[src/rtl/npd_pkg.sv]
// shared types and constants of the name-value pair deframer
package npd_pkg;

	// byte kinds on the result channel
	localparam logic [1:0] KIND_LEN   = 2'd0;
	localparam logic [1:0] KIND_KEY   = 2'd1;
	localparam logic [1:0] KIND_VALUE = 2'd2;

	// parse phases
	localparam logic [1:0] PH_KEY_LEN = 2'd0;
	localparam logic [1:0] PH_VAL_LEN = 2'd1;
	localparam logic [1:0] PH_MSG     = 2'd2;

	// key bytes are kept only below index KEY_LIMIT - 1
	localparam int KEY_LIMIT = 256;

	localparam logic [16:0] CAPACITY_RESET = 17'd4096;

	// classified item handed from the front to the back
	typedef struct packed {
		logic [7:0]  data;
		logic [1:0]  kind;
		logic [32:0] idx;
		logic        pair_end;
		logic [30:0] key_len;
		logic [30:0] value_len;
	} npd_item_t;

endpackage

[src/rtl/name_value_pair_deframer_top.sv]
// top level of the name-value pair deframer
//
// deframes a name-value parameter stream one byte per item: each pair is a key
// length, a value length (one byte with the top bit clear, or four big-endian
// bytes with the top bit masked), then the key bytes and the value bytes. every
// accepted byte yields exactly one result item that echoes the byte with its
// kind (length, key or value), a keep flag, a pair-end mark and the decoded
// lengths of the current pair. key bytes are kept below message index 255,
// all message bytes below capacity minus one. one item is taken per clock
// while the queue has room; the rate is set by the parse step in the front
// end, which needs one 33-bit position increment and compare per byte. the
// front writes each accepted item into the queue, and the back moves it on into
// the output register. the front and the back are parted by a QUEUE_DEPTH-entry
// queue, so in_stall rises only when that queue is full. the user must write
// capacity through cfg_we/cfg_wdata only while no item is in flight; the block
// itself does not enforce this. capacity resets to 4096
module name_value_pair_deframer_top #(
	parameter int QUEUE_DEPTH = 2
) (
	input  logic        clk,
	input  logic        arst_n,
	// configuration: message capacity
	input  logic        cfg_we,
	input  logic [16:0] cfg_wdata,
	// input channel
	input  logic        in_valid,
	output logic        in_stall,
	input  logic [7:0]  data_byte,
	// result channel
	output logic        out_valid,
	input  logic        out_stall,
	output logic [7:0]  byte_out,
	output logic [1:0]  kind,
	output logic        kept,
	output logic        pair_end,
	output logic [30:0] key_len,
	output logic [30:0] value_len
);
	import npd_pkg::*;

	logic [16:0] capacity_q;
	logic        in_acc;
	logic        q_full;
	logic        q_empty;
	logic        q_pop;
	npd_item_t   front_item;
	npd_item_t   q_head;

	// capacity register
	always_ff @(posedge clk or negedge arst_n) begin
		if (!arst_n) begin
			capacity_q <= CAPACITY_RESET;
		end else if (cfg_we) begin
			capacity_q <= cfg_wdata;
		end
	end

	// the front only waits for room in the queue
	assign in_stall = q_full;
	assign in_acc   = in_valid && !q_full;

	npd_front u_front (
		.clk       (clk),
		.arst_n    (arst_n),
		.acc       (in_acc),
		.data_byte (data_byte),
		.item      (front_item)
	);

	npd_queue #(
		.DEPTH (QUEUE_DEPTH)
	) u_queue (
		.clk       (clk),
		.arst_n    (arst_n),
		.push      (in_acc),
		.push_item (front_item),
		.pop       (q_pop),
		.head      (q_head),
		.full      (q_full),
		.empty     (q_empty)
	);

	// back end drains the queue whenever the output register is free or being taken
	npd_back u_back (
		.clk       (clk),
		.arst_n    (arst_n),
		.capacity  (capacity_q),
		.head      (q_head),
		.empty     (q_empty),
		.pop       (q_pop),
		.out_valid (out_valid),
		.out_stall (out_stall),
		.byte_out  (byte_out),
		.kind      (kind),
		.kept      (kept),
		.pair_end  (pair_end),
		.key_len   (key_len),
		.value_len (value_len)
	);

endmodule

[src/rtl/npd_front.sv]
// front end: accepts stream bytes, tracks the pair framing and classifies each byte
module npd_front (
	input  logic              clk,
	input  logic              arst_n,
	input  logic              acc,
	input  logic [7:0]        data_byte,
	output npd_pkg::npd_item_t item
);
	import npd_pkg::*;

	logic [1:0]  phase_q;
	logic [32:0] pos_q;
	logic [23:0] lenb_q;
	logic [30:0] klen_q;
	logic [30:0] vlen_q;

	logic        in_len;
	logic        done;
	logic [30:0] len;
	logic [23:0] lenb_new;
	logic [30:0] klen_upd;
	logic [30:0] vlen_upd;
	logic [32:0] pos_inc;
	logic [32:0] total;
	logic        pair_end;

	assign in_len  = ~phase_q[1];
	assign pos_inc = pos_q + 33'd1;
	assign total   = {2'b00, klen_q} + {2'b00, vlen_q};

	always_comb begin
		case (pos_q[1:0])
			2'd0:    lenb_new = lenb_q | {data_byte, 16'h0000};
			2'd1:    lenb_new = lenb_q | {8'h00, data_byte, 8'h00};
			2'd2:    lenb_new = lenb_q | {16'h0000, data_byte};
			default: lenb_new = lenb_q;
		endcase
	end

	// short form on the first byte, long form completes on the fourth
	assign done = in_len && (((pos_q == 33'd0) && !data_byte[7]) ||
		((pos_q == 33'd3) && lenb_q[23]));
	assign len  = (pos_q == 33'd0) ? {23'd0, data_byte} : {lenb_q[22:0], data_byte};

	always_comb begin
		klen_upd = klen_q;
		vlen_upd = vlen_q;
		if (done) begin
			if (phase_q == PH_VAL_LEN) begin
				vlen_upd = len;
			end else begin
				klen_upd = len;
			end
		end
	end

	always_comb begin
		if (in_len) begin
			// empty pair ends on its last length byte
			pair_end = done && (phase_q == PH_VAL_LEN) && (klen_q == 31'd0) && (len == 31'd0);
		end else begin
			pair_end = pos_inc >= total;
		end
	end

	always_comb begin
		item.data      = data_byte;
		item.idx       = pos_q;
		item.pair_end  = pair_end;
		item.key_len   = klen_upd;
		item.value_len = vlen_upd;
		if (in_len) begin
			item.kind = KIND_LEN;
		end else if (pos_q < {2'b00, klen_q}) begin
			item.kind = KIND_KEY;
		end else begin
			item.kind = KIND_VALUE;
		end
	end

	always_ff @(posedge clk or negedge arst_n) begin
		if (!arst_n) begin
			phase_q <= PH_KEY_LEN;
			pos_q   <= '0;
			lenb_q  <= '0;
			klen_q  <= '0;
			vlen_q  <= '0;
		end else if (acc) begin
			if (pair_end) begin
				phase_q <= PH_KEY_LEN;
				pos_q   <= '0;
				lenb_q  <= '0;
				klen_q  <= '0;
				vlen_q  <= '0;
			end else if (in_len) begin
				klen_q <= klen_upd;
				vlen_q <= vlen_upd;
				if (done) begin
					phase_q <= phase_q + 2'd1;
					pos_q   <= '0;
					lenb_q  <= '0;
				end else begin
					pos_q  <= pos_inc;
					lenb_q <= lenb_new;
				end
			end else begin
				pos_q <= pos_inc;
			end
		end
	end

endmodule

[src/rtl/npd_queue.sv]
// small register queue between the front and the back
module npd_queue #(
	parameter int DEPTH = 2
) (
	input  logic               clk,
	input  logic               arst_n,
	input  logic               push,
	input  npd_pkg::npd_item_t push_item,
	input  logic               pop,
	output npd_pkg::npd_item_t head,
	output logic               full,
	output logic               empty
);
	import npd_pkg::*;

	localparam int PTR_W = $clog2(DEPTH);
	localparam int CNT_W = $clog2(DEPTH + 1);

	npd_item_t        mem_q [DEPTH];
	logic [PTR_W-1:0] wr_ptr_q;
	logic [PTR_W-1:0] rd_ptr_q;
	logic [CNT_W-1:0] count_q;

	assign full  = count_q == CNT_W'(DEPTH);
	assign empty = count_q == '0;
	assign head  = mem_q[rd_ptr_q];

	always_ff @(posedge clk) begin
		if (push) begin
			mem_q[wr_ptr_q] <= push_item;
		end
	end

	always_ff @(posedge clk or negedge arst_n) begin
		if (!arst_n) begin
			wr_ptr_q <= '0;
			rd_ptr_q <= '0;
			count_q  <= '0;
		end else begin
			if (push) begin
				wr_ptr_q <= (wr_ptr_q == PTR_W'(DEPTH - 1)) ? '0 : wr_ptr_q + 1'b1;
			end
			if (pop) begin
				rd_ptr_q <= (rd_ptr_q == PTR_W'(DEPTH - 1)) ? '0 : rd_ptr_q + 1'b1;
			end
			if (push && !pop) begin
				count_q <= count_q + 1'b1;
			end else if (pop && !push) begin
				count_q <= count_q - 1'b1;
			end
		end
	end

endmodule

[src/rtl/npd_back.sv]
// back end: applies the keep limits and holds the result register
module npd_back (
	input  logic               clk,
	input  logic               arst_n,
	input  logic [16:0]        capacity,
	input  npd_pkg::npd_item_t head,
	input  logic               empty,
	output logic               pop,
	output logic               out_valid,
	input  logic               out_stall,
	output logic [7:0]         byte_out,
	output logic [1:0]         kind,
	output logic               kept,
	output logic               pair_end,
	output logic [30:0]        key_len,
	output logic [30:0]        value_len
);
	import npd_pkg::*;

	logic        out_valid_q;
	logic [16:0] msg_limit;
	logic        below_msg;
	logic        below_key;
	logic        keep;

	assign msg_limit = (capacity == 17'd0) ? 17'd0 : capacity - 17'd1;
	assign below_msg = head.idx < {16'd0, msg_limit};
	assign below_key = head.idx < 33'(KEY_LIMIT - 1);

	always_comb begin
		case (head.kind)
			KIND_KEY:   keep = below_key && below_msg;
			KIND_VALUE: keep = below_msg;
			default:    keep = 1'b0;
		endcase
	end

	assign pop       = !empty && (!out_valid_q || !out_stall);
	assign out_valid = out_valid_q;

	always_ff @(posedge clk or negedge arst_n) begin
		if (!arst_n) begin
			out_valid_q <= 1'b0;
		end else if (pop) begin
			out_valid_q <= 1'b1;
		end else if (!out_stall) begin
			out_valid_q <= 1'b0;
		end
	end

	always_ff @(posedge clk) begin
		if (pop) begin
			byte_out  <= head.data;
			kind      <= head.kind;
			kept      <= keep;
			pair_end  <= head.pair_end;
			key_len   <= head.key_len;
			value_len <= head.value_len;
		end
	end

endmodule

[config.mk]
export PLATFORM = sky130hd
export DESIGN_NAME = name_value_pair_deframer_top
export DESIGN_NICKNAME = d
export VERILOG_FILES = /design/src/rtl/npd_pkg.sv /design/src/rtl/name_value_pair_deframer_top.sv /design/src/rtl/npd_front.sv /design/src/rtl/npd_queue.sv /design/src/rtl/npd_back.sv
export SDC_FILE = /design/constraint.sdc
export NUM_CORES = 1
export LEC_CHECK = 0
export BUFFER_PORTS_ARGS = -buffer_cell sky130_fd_sc_hd__clkbuf_2
export CORE_ASPECT_RATIO = 1.5
export CORE_MARGIN = 2
export CORE_UTILIZATION = 23
export DETAILED_ROUTE_END_ITERATION = 10
export GPL_TIMING_DRIVEN = 0
export HOLD_SLACK_MARGIN = 0.06
export PLACE_DENSITY = 0.45
export SLEW_MARGIN = 10
export SYNTH_ARGS = -nofsm -noshare
export SYNTH_HDL_FRONTEND = slang
export SYNTH_HIERARCHICAL = 1
export SYNTH_SLANG_ARGS = --single-unit
export TNS_END_PERCENT = 10
[constraint.sdc]
create_clock -name clk -period 8.2 [get_ports clk]
set_input_delay 2.46 -clock clk [delete_from_list [all_inputs] [get_ports clk]]
set_output_delay 2.46 -clock clk [all_outputs]
set_load 0.02 [all_outputs]
# After elaboration in Yosys (flattened, before gate mapping)
# Memories as Yosys holds them, arrays and structs flattened.
# Cells that the tools add are included.
# totals
elab_cells	107
rom_bits	0
reg_bits	217
output_inout_bits	76
in_bits	30
latch_bits	0
n_memories	1
ram_bits	212
# memory_table
memory	depth	width	read_ports	rd_ports_with_merged_regs	wr	line_no	text
u_queue.mem_q	2	106	1	0	1	npd_queue.sv:19	npd_item_t mem_q [DEPTH];
# op_classes
n_eq_ne	9
n_lt_le_gt_ge	4
shift	0
bitwise	4
addsub	8
n_reduce_logical	32
muxes	32
n_div	0
multipliers	0
# op_table
operator	n
$mux W31	9
$mux W33	3
$mux W24	3
$pmux W24 S3	1
$logic_not A31 Y1	2
$add A33 B1 Y33 const B	1
$eq A33 B2 Y1 const B	1
$ge A33 B33 Y1	1
$logic_not A33 Y1	1
$lt A33 B17 Y1	1
$lt A33 B31 Y1	1
$lt A33 B8 Y1 const B	1
$add A31 B31 Y32	1
$or A24 B16 Y24	1
$or A24 B24 Y24	1
$or A24 B8 Y24	1
$logic_not A17 Y1	1
$mux W17	1
$sub A17 B1 Y17 const B	1
$mux W2	7
$logic_and A1 B1 Y1	11
$logic_not A1 Y1	7
$mux W1	7
$eq A2 B1 Y1 const B	3
other kinds (14)	22

# Longest topological paths before layout
# depth
ltp_word	10
depth_mapped	20
ltp_nobuf	19

# Cells and area by module
# The synthesis kept the hierarchy.
# by_module_without_submodules
mod	area_each_um2	cells_per_inst	instances	seq_area_each_um2
npd_front	9738.1	1189	1	3027.9
npd_queue	7950.1	346	1	6466.2
npd_back	3075.4	197	1	2247.2
name_value_pair_deframer_top	693.2	37	1	426.7

# Worst setup path before layout
# Ideal clock, no wire load.
# synth_path
kind	input-to-reg
startpoint	input port in_valid
endpoint	memory u_queue/mem_q[0][0] in the netlist's numbering, enable pin
setup_ps	585
required_time_ps	7615
t_arrival_ps	7444
path_slack_ps	171
cell_stages	2
cell_sequence	nor2b_1 -> nor2b_1
# synth_between
elab_chain_cells	3
# synth_rtl
item	line_no	text
start, declared	name_value_pair_deframer_top.sv:26	input logic in_valid,
$logic_and A1 B1 Y1	name_value_pair_deframer_top.sv:60	assign in_acc = in_valid && !q_full;
$mux W1	npd_queue.sv:29	if (push) begin
$mux W1 (not written as such)	npd_queue.sv:30	mem_q[wr_ptr_q] <= push_item;
end, declared	npd_queue.sv:19	
# No other way between the ends.

# Final worst setup path
# layout_path
startpoint	register u_front.klen_q[4]
endpoint	register u_front.vlen_q[6]
# layout_between
elab_chain_cells	6
word_cells_on_any_way	9
cone_classes	add/sub (1); order compare (1); eq/ne (1); mux (2); reduce/logical (4)
# layout_rtl
item	line_no	text
start, declared	npd_front.sv:14	logic [30:0] klen_q;
start signal, assigned	npd_front.sv:96	klen_q <= klen_upd;
parallel branches: the longest is 3 deep, another holds $ge A33 B33 Y1	-	
$mux W1 (*)	npd_front.sv:58	if (in_len) begin
$ne A2 B2 Y1 (no source line)	-	
$reduce_and A2 Y1 (no source line)	-	
end signal, assigned	npd_front.sv:97	vlen_q <= vlen_upd;
end, declared	npd_front.sv:15	logic [30:0] vlen_q;
# Mark *: on every way between the ends.
# A chain may end at the register's enable or synchronous reset.

==> metrics.md <==
| Metric | Value |
|---|---|
| Critical path class | register to register |
| ANT cells | 0 |
| Final worst setup slack | 1.99 ns |
| Mapped Nets | 1918 |
| Synth Area per Inst | 12.1 um^2 |
| Final Skew | 0.0396 ns |
| Ys async rst share | 33.3% |
| Detailed router's first-iteration violation count | 807 |
| Hold Crit Class | register to register |
| # hold bufs at CTS | 0 |
| Synthesized netlist cell count | 1769 |
| Yosys reg bits | 429 |
| TritonRoute pass-1 iters | 8 |
| Largest net degree at the start of global routing | 86 |
| Routed Antenna Nets | 0 |
| Yosys cell types | 78 |
| Initial antenna violation count | 2 |
| Die ar. | 0.0958 mm^2 |
| Post-synth top flop | edfxtp_1 |
| Min Tclk post-route | 6.21 ns |
| Crit path max-delay cell type | a211oi_1 |
| Post-synth EDFFs | 286 |
| Die Span X | 253 um |
| Overall power | 8.39 mW |
| CTS sink count | 429 |
| Count of buffers from port buffering | 104 |
| Leak pwr | 9.83 nW |
| Reg2reg path depth | 19 |
| WP data required | 8.67 ns |
| Max-slew violations | 0 |
| Vias in the first global route | 15100 |
| Clk_lat worst skew | 0.61 ns |
| Vias per cell | 4.59 |
| Core area | 0.0927 mm^2 |
| CP endpoint kind | register |
| First-pass GRT wire length | 97.5 mm |
| Final Cycle Share | 75.8% |
| # rows | 137 |
| DRT Wirelength | 66.0 mm |
| DP HPWL | 50.3 mm |
| Final Setup Violations | 0 |
| Post-route cell area | 0.0253 mm^2 |
| Arrival time at the worst endpoint | 6.68 ns |
| Postcts setup bufs | 0 |
| Die H | 378 um |
| WP depth | 19 |
| R2R Path End | u_front/vlen_q[6]$_DFFE_PN0P_ |
| Worst-case vdd ir drop | 0.146 mV |
| Max-cap violation count | 0 |
| Worst reg2reg startpoint | u_front/klen_q[4]$_DFFE_PN0P_ |
| CP max FO | 10 |
| Clock tree from TritonCTS | built |
| FF-to-FF setup slack | 1.99 ns |
| Worst setup path end | u_front/vlen_q[6]$_DFFE_PN0P_ |
| Grt ovf | 0 |
| Clock buffer depth | 3 |
| Actual slew at the worst max-slew pin | 1.22 ns |
| Via count | 14800 |
| Setup TNS | 0 ns |
| Crit path largest cell delay | 0.61 ns |
| RSZ-0062 raised after global routing | false |
| Status | finished clean |
| Synthesized cell area | 0.0215 mm^2 |
| Register area share after synthesis | 56.7% |
| Io pins | 106 |
| Worst Setup Start Kind | register |
| Hold Vio Cnt, Final | 0 |
| Synth-to-layout area growth | 17.9% |
| Max-Slew Margin vs Limit | 18.7% |
| Total of warnings raised by yosys | 6 |
| Starting density of the core | 23.1% |
| Hold_ws | 0.473 ns |
| Critical path's top delay family | compound AO/OA/AOI/OAI gates |
| Wire per inst | 20.5 um |
| GPL Wtd Cong | 0.869 |
| Clock buffer count from CTS | 44 |
| Clock root cell | clkbuf_16 |
| CP Cell Sequence | ha_1 -> nor4_1 -> o2111ai_1 -> a211oi_1 -> o21ai_0 -> a221oi_1 -> o21ai_0 -> a21o_1 -> a21oi_1 -> ha_1 -> nand3_1 -> or4_1 -> o21ai_1 -> nor3_2 -> a31oi_4 -> nand2b_1 -> buf_2 -> buf_4 -> o21ai_1 |
| Setup WS pre-CTS | 1.97 ns |
| Layout Nets | 2078 |
| Most frequent cells in the layout | edfxtp_1, nand2_1, o21ai_0 |
| Total track usage | 13.7% |
| H-tree Lvls | 2 |
| Clock transition at path regs | 0.07 ns |
| Most common cell after layout, fill and taps aside | edfxtp_1 |
| Placed Instance Area | 0.0238 mm^2 |
| CP Buf/Inv Count | 2 |
| DRC errors left | 0 |
| PwrDens | 332 mW/mm^2 |
| # resized after CTS | 0 |
| CP startpoint | u_front/klen_q[4]$_DFFE_PN0P_ |
| FMAX | 161 MHz |
| Share of cells above drive strength 1 | 20.6% |
synth_stat cells (5+ instances only):
cell type | number | share of area [%]
edfxtp_1 | 286 | 40
nand2_1 | 219 | 3.8
o21ai_0 | 147 | 3.4
dfrtp_1 | 142 | 17
ha_1 | 118 | 6.9
mux2_2 | 98 | 5.1
inv_1 | 73 | 1.3
nor2_1 | 57 | 1.0
a21oi_1 | 54 | 1.3
nand3_1 | 46 | 1.1
xnor2_1 | 45 | 1.8
mux2_4 | 40 | 2.8
clkbuf_1 | 33 | 0.58
nor4_1 | 33 | 0.96
buf_2 | 29 | 0.68
a21o_1 | 27 | 0.94
a22o_1 | 27 | 1.1
xor2_1 | 27 | 1.1
nor3_1 | 24 | 0.56
o2bb2ai_1 | 23 | 0.94
nand4_1 | 21 | 0.61
a31oi_1 | 20 | 0.58
nand2b_1 | 13 | 0.38
buf_4 | 12 | 0.42
o21ai_1 | 12 | 0.28
a211oi_1 | 9 | 0.31
and3_1 | 9 | 0.26
and2_1 | 8 | 0.23
and4_1 | 8 | 0.33
a31o_2 | 7 | 0.29
buf_6 | 7 | 0.37
nor2b_1 | 7 | 0.20
a31o_1 | 5 | 0.20
o31ai_1 | 5 | 0.17
or2_2 | 5 | 0.15
or4_1 | 5 | 0.17
worst min-delay path by stage:
stage	startpoint	end	slack (ns)	cells after the start
after detailed placement	u_front/phase_q[0]$_DFFE_PN0P_	u_front/phase_q[0]$_DFFE_PN0P_	0.47	1
after CTS	u_front/phase_q[0]$_DFFE_PN0P_	u_front/phase_q[0]$_DFFE_PN0P_	0.48	1
after global placement	u_front/phase_q[0]$_DFFE_PN0P_	u_front/phase_q[0]$_DFFE_PN0P_	0.45	1
after global routing	u_front/phase_q[0]$_DFFE_PN0P_	u_front/phase_q[0]$_DFFE_PN0P_	0.50	1
after floorplan	u_front/phase_q[0]$_DFFE_PN0P_	u_front/phase_q[0]$_DFFE_PN0P_	0.43	1
final	u_front/phase_q[0]$_DFFE_PN0P_	u_front/phase_q[0]$_DFFE_PN0P_	0.47	1
state kept, by name, summed over array words and instances, names as in the netlist, 2 cells and up:
register and count:
u_front/lenb_q 24, u_back/kind 2, u_queue/count_q 2, u_back/key_len 31
u_front/klen_q 31, u_back/byte_out 8, capacity_q 17, u_front/vlen_q 31
u_queue/mem_q 212, u_front/pos_q 33, u_front/phase_q 2, u_back/value_len 31
report_power, final:
part	total [mW]	leakage [nW]	switching, mW	internal [mW]
sequential	3.45	4.48	0.364	3.08
clock	2.10	0.733	0.900	1.20
combinational	2.85	4.62	1.76	1.08
area by class of cell:
class                      count  area (um^2)
fill                        9623        67400
sequential                   429        12200
multi-input combinational   1179         8550
tap                         1251         1570
clock buffer                  56         1190
timing repair buffer         114          759
buffer                        87          478
clock inverter                26          304
inverter                      74          278
per-stage QoR:
| step | instances | util (%) |
|---|---|---|
| floorplan | 1769 | - |
| global placement | 3124 | 25.4 |
| detailed placement | 3134 | 25.7 |
| CTS | 3216 | 27.3 |
| global route | 3216 | 27.3 |
| finish | 3216 | 27.3 |
cells by family (layout without fill, tap and decap cells):
kind of cell             count (synthesis)  count (layout)  share of synthesized area, %
flip-flops                             429             429                          56.7
AND/OR/NAND/NOR                        474             474                          10.7
AO/OA/AOI/OAI                          375             375                          11.2
buffers and inverters                  161             357                          3.52
adder cells (fa/ha/maj)                119             119                          6.97
multiplexers                           139             139                          7.99
XOR/XNOR                                72              72                          2.94
metal layers:
metal | share of wire [%] | wire length [um] | GRT usage (%)
met3 | 4.1 | 2700 | 2.13
met5 | 0.044 | 29 | 0
met4 | 4.6 | 3030 | 6.41
met1 | 38 | 24800 | 14.8
met2 | 54 | 35400 | 25.8
Note: power is estimated with default switching activity, not from simulation.
